===== src/hw/rtl/ciqr_pkg.sv =====
// ----------------------------------------------------------------------------
// ciqr_pkg
// Shared constants for the circular identifier queue: command and status
// codes, field widths and the default slot count.
// ----------------------------------------------------------------------------
package ciqr_pkg;

	// default number of slots
	localparam int DEPTH_DEF = 32;

	// field widths
	localparam int CMD_W    = 3;
	localparam int ID_W     = 16;
	localparam int STATUS_W = 2;
	localparam int FRONT_W  = 5;
	localparam int COUNT_W  = 6;

	typedef logic [CMD_W-1:0]    cmd_t;
	typedef logic [STATUS_W-1:0] status_t;
	typedef logic [ID_W-1:0]     id_t;

	// command codes
	localparam cmd_t CMD_PUSH   = 3'd0;
	localparam cmd_t CMD_POP    = 3'd1;
	localparam cmd_t CMD_PEEK   = 3'd2;
	localparam cmd_t CMD_CLEAR  = 3'd3;
	localparam cmd_t CMD_ROTATE = 3'd4;

	// status codes
	localparam status_t STAT_OK    = 2'd0;
	localparam status_t STAT_FULL  = 2'd1;
	localparam status_t STAT_EMPTY = 2'd2;

endpackage


===== src/hw/rtl/ciqr_ram.sv =====
// ----------------------------------------------------------------------------
// ciqr_ram
// Generic simple dual-port RAM: one write port, one read port, registered
// read data.
// ----------------------------------------------------------------------------
module ciqr_ram #(
	parameter int WIDTH = 16,
	parameter int DEPTH = 32
) (
	input  logic                     clk,
	input  logic                     we,
	input  logic [$clog2(DEPTH)-1:0] waddr,
	input  logic [WIDTH-1:0]         wdata,
	input  logic                     re,
	input  logic [$clog2(DEPTH)-1:0] raddr,
	output logic [WIDTH-1:0]         rdata
);

	logic [WIDTH-1:0] mem [DEPTH];

	// write port
	always_ff @(posedge clk) begin
		if (we) begin
			mem[waddr] <= wdata;
		end
	end

	// registered read port
	always_ff @(posedge clk) begin
		if (re) begin
			rdata <= mem[raddr];
		end
	end

endmodule


===== src/hw/rtl/circular_id_queue_with_rotate.sv =====
// ----------------------------------------------------------------------------
// circular_id_queue_with_rotate
// Circular queue of 16-bit identifiers with push, pop, peek, clear and
// rotate commands; identifiers live in a RAM, valid marks in flip-flops.
// ----------------------------------------------------------------------------
// A command is taken when start is high and busy is low. Push, pop, peek,
// clear and the unused codes keep busy high through the execute state, in
// which the registered read of the head slot from the RAM is used, and the
// result appears in the next cycle with done high for exactly one cycle.
// Rotate checks one valid mark per cycle, stepping from the slot after the
// head, and keeps busy high until the scan reaches a valid slot or has gone
// a full lap; rotate on an empty queue finishes from the execute state like
// the other commands. The receiver cannot stall: each result is shown once
// and must be taken in that cycle. A new command may be issued in the same
// cycle as the previous result.
// ----------------------------------------------------------------------------
module circular_id_queue_with_rotate
	import ciqr_pkg::*;
#(
	parameter int DEPTH = DEPTH_DEF
) (
	input  logic                clk,
	input  logic                arst_n,
	input  logic                start,
	output logic                busy,
	input  logic [CMD_W-1:0]    command,
	input  logic [ID_W-1:0]     id_in,
	output logic                done,
	output logic [STATUS_W-1:0] status,
	output logic [ID_W-1:0]     id_out,
	output logic [FRONT_W-1:0]  front_out,
	output logic [COUNT_W-1:0]  count_out
);

	localparam int IW = $clog2(DEPTH);
	localparam int CW = $clog2(DEPTH + 1);
	localparam logic [IW-1:0] IDX_LAST = IW'(DEPTH - 1);
	localparam logic [CW-1:0] CNT_FULL = CW'(DEPTH);

	// controller states
	localparam logic [1:0] ST_IDLE = 2'd0;
	localparam logic [1:0] ST_EXEC = 2'd1;
	localparam logic [1:0] ST_SCAN = 2'd2;

	function automatic logic [IW-1:0] wrap_inc(input logic [IW-1:0] idx);
		wrap_inc = (idx == IDX_LAST) ? '0 : idx + 1'b1;
	endfunction

	logic [1:0]       state_q;
	logic [IW-1:0]    head_q;
	logic [IW-1:0]    tail_q;
	logic [CW-1:0]    count_q;
	logic [DEPTH-1:0] valid_q;
	cmd_t             cmd_q;
	id_t              id_q;
	logic [IW-1:0]    cand_head_q;
	logic [IW-1:0]    cand_tail_q;
	logic [CW-1:0]    step_q;
	logic             done_q;
	status_t          status_q;
	id_t              id_out_q;
	logic [FRONT_W-1:0] front_q;
	logic [COUNT_W-1:0] count_out_q;

	logic    accept;
	logic    ram_we;
	id_t     ram_rdata;
	logic    is_full;
	logic    is_empty;
	logic    head_valid;
	logic    cand_valid;
	logic    scan_last;

	assign accept     = start && (state_q == ST_IDLE);
	assign is_full    = (count_q == CNT_FULL);
	assign is_empty   = (count_q == '0);
	assign head_valid = valid_q[head_q];
	assign cand_valid = valid_q[cand_head_q];
	assign scan_last  = (step_q == CNT_FULL);
	assign ram_we     = (state_q == ST_EXEC) && (cmd_q == CMD_PUSH) && !is_full;

	// slot value storage, head read on every transaction
	ciqr_ram #(
		.WIDTH(ID_W),
		.DEPTH(DEPTH)
	) u_slot_ram (
		.clk   (clk),
		.we    (ram_we),
		.waddr (tail_q),
		.wdata (id_q),
		.re    (accept),
		.raddr (head_q),
		.rdata (ram_rdata)
	);

	// command capture
	always_ff @(posedge clk) begin
		if (accept) begin
			cmd_q <= command;
			id_q  <= id_in;
		end
	end

	// controller, pointers, count and valid marks
	always_ff @(posedge clk or negedge arst_n) begin
		if (!arst_n) begin
			state_q     <= ST_IDLE;
			head_q      <= '0;
			tail_q      <= '0;
			count_q     <= '0;
			valid_q     <= '0;
			cand_head_q <= '0;
			cand_tail_q <= '0;
			step_q      <= '0;
			done_q      <= 1'b0;
		end else begin
			done_q <= 1'b0;
			case (state_q)
				ST_IDLE: begin
					if (accept) begin
						state_q <= ST_EXEC;
					end
				end
				ST_EXEC: begin
					state_q <= ST_IDLE;
					done_q  <= 1'b1;
					case (cmd_q)
						CMD_PUSH: begin
							if (!is_full) begin
								valid_q[tail_q] <= 1'b1;
								tail_q          <= wrap_inc(tail_q);
								count_q         <= count_q + 1'b1;
							end
						end
						CMD_POP: begin
							if (!is_empty) begin
								valid_q[head_q] <= 1'b0;
								head_q          <= wrap_inc(head_q);
								count_q         <= count_q - 1'b1;
							end
						end
						CMD_CLEAR: begin
							valid_q <= '0;
							head_q  <= '0;
							tail_q  <= '0;
							count_q <= '0;
						end
						CMD_ROTATE: begin
							if (!is_empty) begin
								state_q     <= ST_SCAN;
								done_q      <= 1'b0;
								cand_head_q <= wrap_inc(head_q);
								cand_tail_q <= wrap_inc(tail_q);
								step_q      <= CW'(1);
							end
						end
						default: begin
						end
					endcase
				end
				ST_SCAN: begin
					// one valid mark per cycle until a valid slot or a full lap
					if (cand_valid) begin
						head_q  <= cand_head_q;
						tail_q  <= cand_tail_q;
						state_q <= ST_IDLE;
						done_q  <= 1'b1;
					end else if (scan_last) begin
						state_q <= ST_IDLE;
						done_q  <= 1'b1;
					end else begin
						cand_head_q <= wrap_inc(cand_head_q);
						cand_tail_q <= wrap_inc(cand_tail_q);
						step_q      <= step_q + 1'b1;
					end
				end
				default: begin
					state_q <= ST_IDLE;
				end
			endcase
		end
	end

	// result register
	always_ff @(posedge clk) begin
		if (state_q == ST_EXEC) begin
			status_q    <= STAT_OK;
			id_out_q    <= '0;
			front_q     <= FRONT_W'(head_q);
			count_out_q <= COUNT_W'(count_q);
			case (cmd_q)
				CMD_PUSH: begin
					if (is_full) begin
						status_q <= STAT_FULL;
					end else begin
						count_out_q <= COUNT_W'(count_q + 1'b1);
					end
				end
				CMD_POP: begin
					if (is_empty) begin
						status_q <= STAT_EMPTY;
					end else begin
						id_out_q    <= head_valid ? ram_rdata : '0;
						front_q     <= FRONT_W'(wrap_inc(head_q));
						count_out_q <= COUNT_W'(count_q - 1'b1);
					end
				end
				CMD_PEEK: begin
					if (is_empty) begin
						status_q <= STAT_EMPTY;
					end else begin
						id_out_q <= head_valid ? ram_rdata : '0;
					end
				end
				CMD_CLEAR: begin
					front_q     <= '0;
					count_out_q <= '0;
				end
				CMD_ROTATE: begin
					if (is_empty) begin
						status_q <= STAT_EMPTY;
					end
				end
				default: begin
				end
			endcase
		end else if (state_q == ST_SCAN) begin
			status_q    <= cand_valid ? STAT_OK : STAT_EMPTY;
			id_out_q    <= '0;
			front_q     <= FRONT_W'(cand_valid ? cand_head_q : head_q);
			count_out_q <= COUNT_W'(count_q);
		end
	end

	assign busy      = (state_q != ST_IDLE);
	assign done      = done_q;
	assign status    = status_q;
	assign id_out    = id_out_q;
	assign front_out = front_q;
	assign count_out = count_out_q;

endmodule

===== config.mk =====
export PLATFORM = sky130hd
export DESIGN_NAME = circular_id_queue_with_rotate
export DESIGN_NICKNAME = d
export VERILOG_FILES = /design/src/hw/rtl/ciqr_pkg.sv /design/src/hw/rtl/ciqr_ram.sv /design/src/hw/rtl/circular_id_queue_with_rotate.sv
export SDC_FILE = /design/constraint.sdc
export NUM_CORES = 1
export LEC_CHECK = 0
export CAP_MARGIN = 15
export CORE_ASPECT_RATIO = 1.2
export CORE_UTILIZATION = 25
export CTS_CLUSTER_SIZE = 25
export DETAILED_ROUTE_END_ITERATION = 10
export DONT_BUFFER_PORTS = 1
export PLACE_DENSITY = 0.37
export SLEW_MARGIN = 25
export SYNTH_ARGS = -nofsm -noshare
export SYNTH_HDL_FRONTEND = slang
export SYNTH_SLANG_ARGS = --single-unit

===== constraint.sdc =====
create_clock -name clk -period 8.1 [get_ports clk]
set_input_delay 0.405 -clock clk [delete_from_list [all_inputs] [get_ports clk]]
set_output_delay 0.405 -clock clk [all_outputs]
set_load 0.05 [all_outputs]

==> summary.md, run 1 <==
| Metric | Value |
|---|---|
| Htree depth | 3 |
| Routed wire length | between 70,000 and 80,000 µm |
| Initial drt markers | 1,114 |
| Max Root-Sink Buffers | 3 |
| Met2 Use GR | 25.38% |
| Final Max Tran Viols | 0 |
| Placer Congestion | 0.7976 |
| Mapped Area | 0.02620 mm² |
| Async set or reset register ratio after synthesis | about a tenth |
| Most common cell in the netlist | edfxtp_1 |
| Total vias in the final route | 14,440 |
| Hold Path Class | input port to flip-flop |
| Die X | around 300 µm |
| Placed wire-length estimate | around 46,000 µm |
| Met1 usage | a little under a fifth |
| Initial Util | 25.33% |
| Finished Layout Cells | ~3,000 |
| Post-synthesis sequential area ratio | a little over 70% |
| Residual DRC | 0 |
| Gr ovfl total | 0 |
| Synth-to-Final Area Change | 17.50% |
| Post-synth EDFFs | roughly 580 |
| Syn avg cell area | between 15 and 20 µm² |
| Maxcap violations | 0 |
| Ys Warns | 0 |
| Static Leak | ~9.9 nW |
| Number of synthesized register bits | approximately 640 |
| Post-synth top cells | edfxtp_1 (576), mux4_2 (136), a21oi_1 (105) |
| Required @ worst endpoint | between 8 and 9 ns |
| Clock latency on the worst-skew pair | just over 0.6 ns |
| Outcome | finished, final reports clean |
| Met3 usage | under 10% |
| Layout cells sized above 1 | a little over a fifth |
| Slew @ Worst Pin | about 1.1 ns |
| Ant diodes | 0 |
| Ranking of synthesized cells by area | edfxtp_1 (66%), mux4_2 (12%), dfrtp_1 (6.4%) |
| Hold worst-path end | state_q[0] |
| DIE HEIGHT | approximately 360 µm |
| Setup violators final | 0 |
| Root Driver | clkbuf_16 |
| Syn Nets | 1,523 |
| Setup TNS Final | 0 ns |
| GRT Total Usage | 14.75% |
| Nets | 1,577 |
| CTS Hold Bufs | 21 |
| Routed length per placed instance | 26.45 µm |
| Total Power | approximately 11 mW |
| FF-to-FF setup slack | around 4.2 ns |
| Startpoint type of the worst setup path | flip-flop |
| Maximum number of pins on one net before global-route repair | 74 |
| WP data arrival | ~4.2 ns |
| Worst-path fanout max | 73 |
| Worst-path clk slew | ~0.060 ns |
| Design area | 0.03079 mm² |
| Synth Flop Type | edfxtp_1 |
| Vias in the first global route | 15,120 |
| Achievable Freq | 0.2564 GHz |
| Core area | just over 0.1 mm² |
| Pwr/cell area | between 300 and 400 mW/mm² |
| Post-CTS setup buffers | 0 |
| Min cycle time layout | 3.900 ns |
| Worst hold path depth | 3 |
| Top cell type by total area after synthesis | edfxtp_1 |
| Distinct cells, synth | 67 |
| Max_slew headroom | 29.57% |
| Number of placed instances, taps included | approximately 2,800 |
| Clk_skew | 0.02338 ns |
| Final Hold Fails | 0 |
| TritonCTS buffer count | 74 |
| Critical path endpoint category | flip-flop |
| Final hold slack | ~0.14 ns |
| CP Class | flip-flop to flip-flop |
| Detailed Routing Iterations Pass 1 | 5 |
| Clock Sinks | roughly 640 |
| Register-to-Register Path Depth | 5 |
| Worst R2R End | u_slot_ram.rdata[7] |
| Worst hold start | start |
| CTS-repair resized insts | 0 |
| Initial antenna violation count | 0 |
| Worst VDD drop | roughly 0.2 mV |
| Placed cell area | 0.02813 mm² |
| CTS tree | done |
| I/O Buffers | 0 |
| Remaining antenna violation count | 0 |
| # rows | 129 |
| First-pass GRT wire length | 112,700 µm |
| FF-to-FF Start | head_q[0] |
| Ports | between 50 and 60 |
| GR peak layer | met2 |
| Yosys top cell area share | 66.01% |
| Synth Instances | 1,480 |
| Die ar. | roughly 0.11 mm² |
| RSZ-0062 raised after global routing | false |
| Vias/cell | 4.873 |
| Final Cycle Share | 48.15% |
cells by family (layout without fill, tap and decap cells):
family	Yosys count	count (layout)	share of synthesized area, %
AND/OR/NAND/NOR	226	226	4.427
AO/OA/AOI/OAI	316	316	7.693
buffers and inverters	113	221	1.848
multiplexers	154	154	12.38
XOR/XNOR	7	7	0.2340
flip-flops	643	643	72.41
adder cells (fa/ha/maj)	21	21	1.003
worst max-delay path by stage:
stage,from,end,slack [ns],cells past startpoint
floorplan,state_q[0],cmd_q[0],5.27,4
global placement,head_q[0],u_slot_ram.rdata[7],3.97,5
detailed placement,head_q[0],u_slot_ram.rdata[7],3.99,5
CTS,head_q[0],u_slot_ram.rdata[7],3.98,5
global route,head_q[0],u_slot_ram.rdata[7],3.90,5
finish,head_q[0],u_slot_ram.rdata[7],4.20,5
state kept, by name, indices dropped and copies added, names as in the netlist:
signal and flops:
u_slot_ram.rdata 16, tail_q 5, state_q 2, cand_tail_q 5, valid_q 32, cand_head_q 5, status 2, count_out 6
head_q 5, count_q 6, id_q 16, cmd_q 3, id_out 16, step_q 6, u_slot_ram.mem 512, done 1
front_out 5
through the flow:
step | setup slack, ns | util, %
final | 4.200 | 29.76
after global routing | 3.896 | 29.76
after global placement | 3.968 | 27.07
after detailed placement | 3.995 | 27.19
after floorplan | 5.265 | -
after CTS | 3.983 | 29.67
per-layer routing:
layer / share of wire (%) / routed length (µm)
met3: 3.7 / 2936
met4: 2.3 / 1806
met1: 44 / 34370
met2: 50 / 39250
met5: 0 / 0
final cells by class:
class | count | area, µm²
Multi-Input combinational cell | 724 | 6970
Timing Repair Buffer | 69 | 695.7
Fill cell | 10070 | 72670
Sequential cell | 643 | 18980
Tap cell | 1375 | 1720
Clock buffer | 98 | 1994
Inverter | 22 | 82.58
Clock inverter | 32 | 341.6
where the power goes:
group,switching [mW],internal [mW]
sequential,0.625,4.03
combinational,1.64,1.00
clock,1.37,1.93
placed cells by master (no fill, tap or decap), types with 7 or more instances in the layout:
cell type      Yosys  layout
a21oi_1          105     104
a22oi_1           80      80
a31oi_1           15      15
and2_1            20      20
and3_1            13      13
buf_4              3      32
buf_8              0      12
clkbuf_1          54      21
clkbuf_16          0      76
clkinv_1           0      13
clkinv_2           0       9
dfrtp_1           67      65
dlygate4sd3_1      0      20
edfxtp_1         576     576
ha_1              21      20
inv_1             21      21
mux2i_1           17      17
mux4_2           136     136
nand2_1           41      41
nand3_1           15      15
nand4_1           18      18
nor2_1            57      24
nor2_2             0      14
nor2_4             0      19
nor3_1            25      19
o21ai_0           50      50
o22ai_1           13      13
or3_1              7       7
critical path: stages (launching register included):
cell and delay, ns:
dfrtp_4 0.91, buf_4 0.76, buf_12 0.58, mux4_2 0.58, a22oi_1 0.49, nand4_1 0.16
Note: power is estimated with default switching activity, not from simulation.
==> run 2, diff against run 1 <==
Clock period 8.1 ns to 3.7 ns, I/O delays scaled along.
==> summary.md, run 2 (synthesis gave the netlist of run 1 again) <==
| Metric | Value |
|---|---|
| First-pass GRT wire length | 115,300 µm (+2.3%) |
| # rows | 129 (unchanged) |
| Max Root-Sink Buffers | 3 (unchanged) |
| FF-to-FF setup slack | 0.59 ns (-3.61 ns) |
| Initial antenna violation count | 2 (+2) |
| Post-Place Setup Slack | 0.6229 ns (-3.372 ns) |
| Die ar. | 0.1061 mm² (unchanged) |
| Synth-to-Final Area Change | 19.57% |
| Number of placed instances, taps included | 2,878 (+2.6%) |
| Register-to-Register Path Depth | 6 (+1) |
| Maximum number of pins on one net before global-route repair | 68 (-8.1%) |
| Placed wire-length estimate | 51,450 µm (+12%) |
| Worst R2R End | front_out[1] |
| Layout cells sized above 1 | 24.65% (+3.4 points) |
| Worst-path clk slew | 0.06 ns (about the same) |
| Finished Layout Cells | 3,039 (+2.6%) |
| RSZ-0062 raised after global routing | false |
| Worst Setup SP | cand_head_q[1] |
| Initial Util | 25.33% (unchanged) |
| Worst-path fanout max | 20 (-73%) |
| CP delay by family, top | compound AO/OA/AOI/OAI gates |
| Design area | 0.03133 mm² (+1.8%) |
| Placer Congestion | 0.7900 (-0.95%) |
| Placed cell area | 0.02861 mm² (+1.7%) |
| Min cycle time layout | 3.112 ns (-0.7878 ns) |
| Filler cells | 10,070 (-0.060%) |
| Max_slew headroom | 39.64% (+10 points) |
| I/O Buffers | 0 (unchanged) |
| Post-CTS setup buffers | 0 (unchanged) |
| Total vias in the final route | 14,650 (+1.4%) |
| Die X | 297.5 µm (unchanged) |
| Worst path cell trace | mux2i_1, a211o_1, o21ai_4, or2_1, a21oi_1, o21ai_0 |
| Vias/cell | 4.820 (-1.1%) |
| Slew @ Worst Pin | 0.9054 ns (-0.1511 ns) |
| Worst VDD drop | 0.4088 mV (+100%) |
| Required @ worst endpoint | 4.12 ns (-4.32 ns) |
| Clock Sinks | 643 (unchanged) |
| Startpoint type of the worst setup path | flip-flop |
| TritonCTS buffer count | 76 (+2.7%) |
| Worst hold start | id_in[8] |
| Worst path max stage delay | 0.80 ns (-0.11 ns) |
| Gr ovfl total | 0 (unchanged) |
| Cell count along the critical path | 6 (+1) |
| Remaining antenna violation count | 0 (unchanged) |
| Maxcap violations | 0 (unchanged) |
| Final Hold Fails | 0 (unchanged) |
| FF-to-FF Start | cand_head_q[1] |
| Most frequent cells in the layout | edfxtp_1 (576), mux4_2 (136), buf_4 (106) |
| Max stage delay cell, worst path | dfrtp_1 |
| Hold Path Class | input port to flip-flop |
| Root Driver | clkbuf_16 |
| Htree depth | 3 (unchanged) |
| Final hold slack | 0.1879 ns (+0.04974 ns) |
| Setup TNS Final | 0 ns (unchanged) |
| Routed wire length | 80,120 µm (+2.2%) |
| Largest registers | u_slot_ram.mem x512, valid_q x32 |
| CP Class | flip-flop to flip-flop |
| Vias in the first global route | 15,260 (+0.95%) |
| Final Cycle Share | 84.11% (+36 points) |
| Critical path endpoint category | flip-flop |
| Static Leak | 10.27 nW (+4.0%) |
| Final Worst Setup Slack | 0.5879 ns (-3.612 ns) |
| Achievable Freq | 0.3213 GHz (+25%) |
| WP data arrival | 3.53 ns (-0.71 ns) |
| GRT Total Usage | 15.14% (+0.40 points) |
| Largest Register | u_slot_ram.mem |
| Final Max Tran Viols | 0 (unchanged) |
| Core area | 0.1035 mm² (unchanged) |
| Routed length per placed instance | 26.36 µm (-0.32%) |
| Detailed Routing Iterations Pass 1 | 5 (unchanged) |
| Crit path buffers/inverters | 0 (-2) |
| CTS tree | done |
| Pwr/cell area | 767.2 mW/mm² (+120%) |
| Commonest non-fill, non-tap cell in the layout | edfxtp_1 |
| DIE HEIGHT | 356.6 µm (unchanged) |
| Nets | 1,646 (+4.4%) |
| Outcome | finished, final reports clean |
| Clk_skew | 0.03313 ns (+0.009751 ns) |
| Crit path capture | front_out[1] |
| Max reg flops | 512 (unchanged) |
| Ports | 53 (unchanged) |
| Clock latency on the worst-skew pair | 0.62 ns (about the same) |
| Setup violators final | 0 (unchanged) |
| Initial drt markers | 1,178 (+5.7%) |
| Residual DRC | 0 (unchanged) |
-- run 2: cell types whose count changed in the layout (fill, tap and decap cells not counted), sizes merged --
cell / change
buf: +66
inv: -1
diode: +1
dlygate4sd3: +1
clkinv: +5
clkinvlp: +1
bufinv: +3
-- run 2: where the power goes --
group,total (mW),internal [mW],switching (mW)
combinational,6.48,2.44,4.04
sequential,10.0,8.82,1.21
clock,7.52,4.51,3.02
total,24.0,15.8,8.27
-- run 2: layer usage --
metal,vias to the layer above,global-route usage [%],routed length (µm)
met5,-,0,0
met4,0,4.320,1891
met3,107,2.241,2973
met2,358,26.48,40880
met1,7854,19.41,34370
li1,6329,-,-
-- run 2: layout make-up --
| type | count | area (µm²) | area share, % |
|---|---|---|---|
| antenna | 1 | 2.502 | 0.007987 |
| clock buffer | 98 | 2027 | 6.470 |
| clock inverter | 40 | 454.2 | 1.450 |
| inverter | 22 | 82.58 | 0.2636 |
| multi-input combinational | 724 | 6877 | 21.95 |
| sequential | 643 | 18980 | 60.58 |
| tap | 1375 | 1720 | 5.491 |
| timing repair buffer | 136 | 1186 | 3.786 |
-- run 2: timing repair --
| action | 4_1_cts | 5_1_grt |
|---|---|---|
| resized for setup | 0 | 0 |
| hold buffers | 22 | 0 |
| endpoints found under the hold margin | 87 | 0 |
-- run 2: how the worst min path moves through the flow --
stage	endpoint	cells after the start
6_report	id_q[8]	1
5_1_grt	id_q[0]	1
4_1_cts	id_q[0]	1
3_5_place_dp	valid_q[18]	0
3_3_place_gp	valid_q[18]	0
2_1_floorplan	cand_head_q[0]	0
-- run 2: through the flow --
step	utilization, %	power (mW)
2_1_floorplan	-	13.89
3_3_place_gp	27.58	16.74
3_5_place_dp	27.65	16.75
4_1_cts	30.28	24.42
5_1_grt	30.28	25.12
6_report	30.28	24.04
==> run 3, diff against run 2 <==
Settings changed: ABC_AREA set to 1.
Clock period 3.7 ns to 3.3 ns, I/O delays scaled along.
==> summary.md, run 3 <==
| Metric | Value |
|---|---|
| Outcome | finished, final reports clean |
| Maxcap violations | 0 (unchanged) |
| Die X | 302.4 µm (+1.6%) |
| CP Class | flip-flop to flip-flop |
| Yosys top cell area share | 63.91% (-2.1 points) |
| Number of placed instances, taps included | 3,674 (+28%) |
| Net Sw Frac | 38.77% (+4.4 points) |
| Most frequent cells in the layout | edfxtp_1 (576), nor2_1 (340), o21ai_0 (330) |
| Nets | 2,419 (+47%) |
| Maximum number of pins on one net before global-route repair | 104 (+53%) |
| Static Leak | 11.21 nW (+9.2%) |
| FF-to-FF setup slack | 0.57 ns (-0.02 ns) |
| Total Power | 28.39 mW (+18%) |
| Synth Instances | 2,304 (+56%) |
| Distinct cells, synth | 40 (-40%) |
| Setup violators final | 0 (unchanged) |
| # rows | 131 (+1.6%) |
| Achievable Freq | 0.3661 GHz (+14%) |
| Clock share of power | 29.7% (-1.6 points) |
| Detailed Routing Iterations Pass 1 | 7 (+2) |
| Number of synthesized register bits | 643 (unchanged) |
| TritonCTS buffer count | 74 (-2.6%) |
| Most common cell in the netlist | edfxtp_1 |
| Int Power | 17.38 mW (+10%) |
| Placed wire-length estimate | 57,490 µm (+12%) |
| Syn Nets | 2,347 (+54%) |
| Startpoint type of the worst setup path | flip-flop |
| Routed length per placed instance | 23.63 µm (-10%) |
| First-pass GRT wire length | 130,900 µm (+14%) |
| Ant diodes | 0 (-1) |
| Final Max Tran Viols | 0 (unchanged) |
| Largest Register | u_slot_ram.mem |
| Syn avg cell area | 11.75 µm² (-34%) |
| Worst VDD drop | 0.3082 mV (-25%) |
| Slew @ Worst Pin | 0.8768 ns (-0.02860 ns) |
| Largest registers | u_slot_ram.mem x512, valid_q x32 |
| Async set or reset register ratio after synthesis | 10.42% (unchanged) |
| Hold Path Class | input port to asynchronous set/reset pin |
| Die ar. | 0.1096 mm² (+3.3%) |
| Synth Flop Type | edfxtp_1 |
| Clock Sinks | 643 (unchanged) |
| I/O Buffers | 0 (unchanged) |
| DIE HEIGHT | 362.4 µm (+1.6%) |
| Placer Congestion | 0.8290 (+4.9%) |
| Post-synth EDFFs | 576 (unchanged) |
| RSZ-0062 raised after global routing | false |
| Final Cycle Share | 82.76% (-1.3 points) |
| Required @ worst endpoint | 3.80 ns (-0.32 ns) |
| Commonest non-fill, non-tap cell in the layout | edfxtp_1 |
| Synth-to-Final Area Change | 18.87% |
| Worst-path clk slew | 0.06 ns (about the same) |
| Htree depth | 3 (unchanged) |
| Pwr/cell area | 882.4 mW/mm² (+15%) |
| Vias in the first global route | 18,260 (+20%) |
| Final Worst Setup Slack | 0.5688 ns (-0.01907 ns) |
| Worst Setup SP | state_q[1] |
| Post-Place Setup Slack | 0.5384 ns (-0.08450 ns) |
| Worst R2R End | valid_q[27] |
| Top cell type by total area after synthesis | edfxtp_1 |
| Root Driver | clkbuf_16 |
| Initial drt markers | 1,492 (+27%) |
| Switching power total | 11.00 mW (+33%) |
| CTS tree | done |
| Ports | 53 (unchanged) |
| Ys Warns | 0 (unchanged) |
| Post-synthesis sequential area ratio | 70.11% (-2.3 points) |
| Clk_skew | 0.02697 ns (-0.006161 ns) |
| Core area | 0.1069 mm² (+3.3%) |
| Post-layout util | 30.10% (-0.18 points) |
| Mapped Area | 0.02706 mm² (+3.3%) |
| Post-synth top cells | edfxtp_1 (576), nor2_1 (340), o21ai_0 (330) |
| Setup TNS Final | 0 ns (unchanged) |
| Max reg flops | 512 (unchanged) |
| Gr ovfl total | 0 (unchanged) |
| Layout cells sized above 1 | 11.84% (-13 points) |
| Max_slew headroom | 41.55% (+1.9 points) |
| Final Hold Fails | 0 (unchanged) |
| Vias/cell | 4.815 (-0.10%) |
| Total vias in the final route | 18,440 (+26%) |
| Min cycle time layout | 2.731 ns (-0.3809 ns) |
| Register-to-Register Path Depth | 12 (+6) |
| Finished Layout Cells | 3,829 (+26%) |
| Power share of the combinational group | 31.0% (+4.0 points) |
| Ranking of synthesized cells by area | edfxtp_1 (64%), dfrtp_1 (6.2%), o21ai_0 (6.1%) |
| Worst-path fanout max | 51 (+160%) |
| Initial antenna violation count | 2 (unchanged) |
| Max Root-Sink Buffers | 3 (unchanged) |
| Initial Util | 25.32% (about the same) |
| Clock latency on the worst-skew pair | 0.63 ns (about the same) |
| Residual DRC | 0 (unchanged) |
| FF-to-FF Start | state_q[1] |
| Remaining antenna violation count | 0 (unchanged) |
| Critical path endpoint category | flip-flop |
| Routed wire length | 90,470 µm (+13%) |
| WP data arrival | 3.23 ns (-0.30 ns) |
| GRT Total Usage | 16.43% (+1.3 points) |
| Sequential share of power | 39.3% (-2.4 points) |
run 3: worst max-delay path: stages (launching register included):
cell     delay [ns]
dfrtp_1        0.40
inv_1          0.09
ha_1           0.20
inv_2          0.14
nor3_4         0.34
inv_2          0.11
nor2_1         0.18
nand2_2        0.21
inv_2          0.11
buf_4          0.44
nand2_1        0.12
a21oi_1        0.17
a21oi_1        0.06
run 3: cells by family (layout without fill, tap and decap cells):
group / Yosys count / in the layout / synth area share [%]
flops: 643 / 643 / 70.11
simple gates: 723 / 723 / 11.12
buf+inv: 274 / 403 / 4.309
compound gates: 635 / 635 / 13.23
xor+xnor: 8 / 8 / 0.2589
fa+ha+maj: 21 / 21 / 0.9709
run 3: what timing repair did:
action | in CTS | in global routing
resized for setup | 0 | 0
hold buffers | 22 | 0
hold endpoints to repair | 88 | 0
setup buffers | 0 | 0
run 3: worst max-delay path by stage:
stage | cells after the start | slack, ns | end
floorplan | 10 | 0.48 | u_slot_ram.mem[10][0]
global placement | 8 | 0.41 | u_slot_ram.mem[21][12]
detailed placement | 8 | 0.54 | u_slot_ram.mem[30][1]
CTS | 8 | 0.49 | u_slot_ram.mem[30][13]
global route | 12 | 0.32 | valid_q[7]
finish | 12 | 0.57 | valid_q[27]
run 3: layout make-up:
class	instances	area, µm²
inverters	134	513.0
flip-flops and latches	643	18980
clock inverters	44	498.0
multi-input cells	1387	7154
fillers	10820	74700
well taps	1396	1747
clock buffers	89	1951
repair buffers	136	1326
run 3: power groups by stage:
stage / combinational (mW) / clock [mW] / sequential [mW]
after CTS: 8.98 / 8.67 / 11.2
after global placement: 8.90 / 0 / 11.3
after detailed placement: 8.91 / 0 / 11.3
after global routing: 9.64 / 8.95 / 11.2
final: 8.80 / 8.43 / 11.2
after floorplan: 4.98 / 0 / 11.1
run 3: per-layer routing:
layer	up-vias	GRT usage [%]	share of wire (%)	wire length, µm
li1	8517	-	-	-
met1	9323	21.62	44	40030
met2	479	28.06	50	44820
met3	118	2.351	4.2	3801
met4	0	4.288	2.0	1817
met5	-	0	0	0
run 3: through the flow:
step / hold slack [ns] / area (µm²)
3_3_place_gp: -0.1141 / 29420
2_1_floorplan: -0.1306 / 27060
6_report: 0.1491 / 32170
3_5_place_dp: -0.1136 / 29470
5_1_grt: 0.1338 / 32170
4_1_cts: 0.1104 / 32160
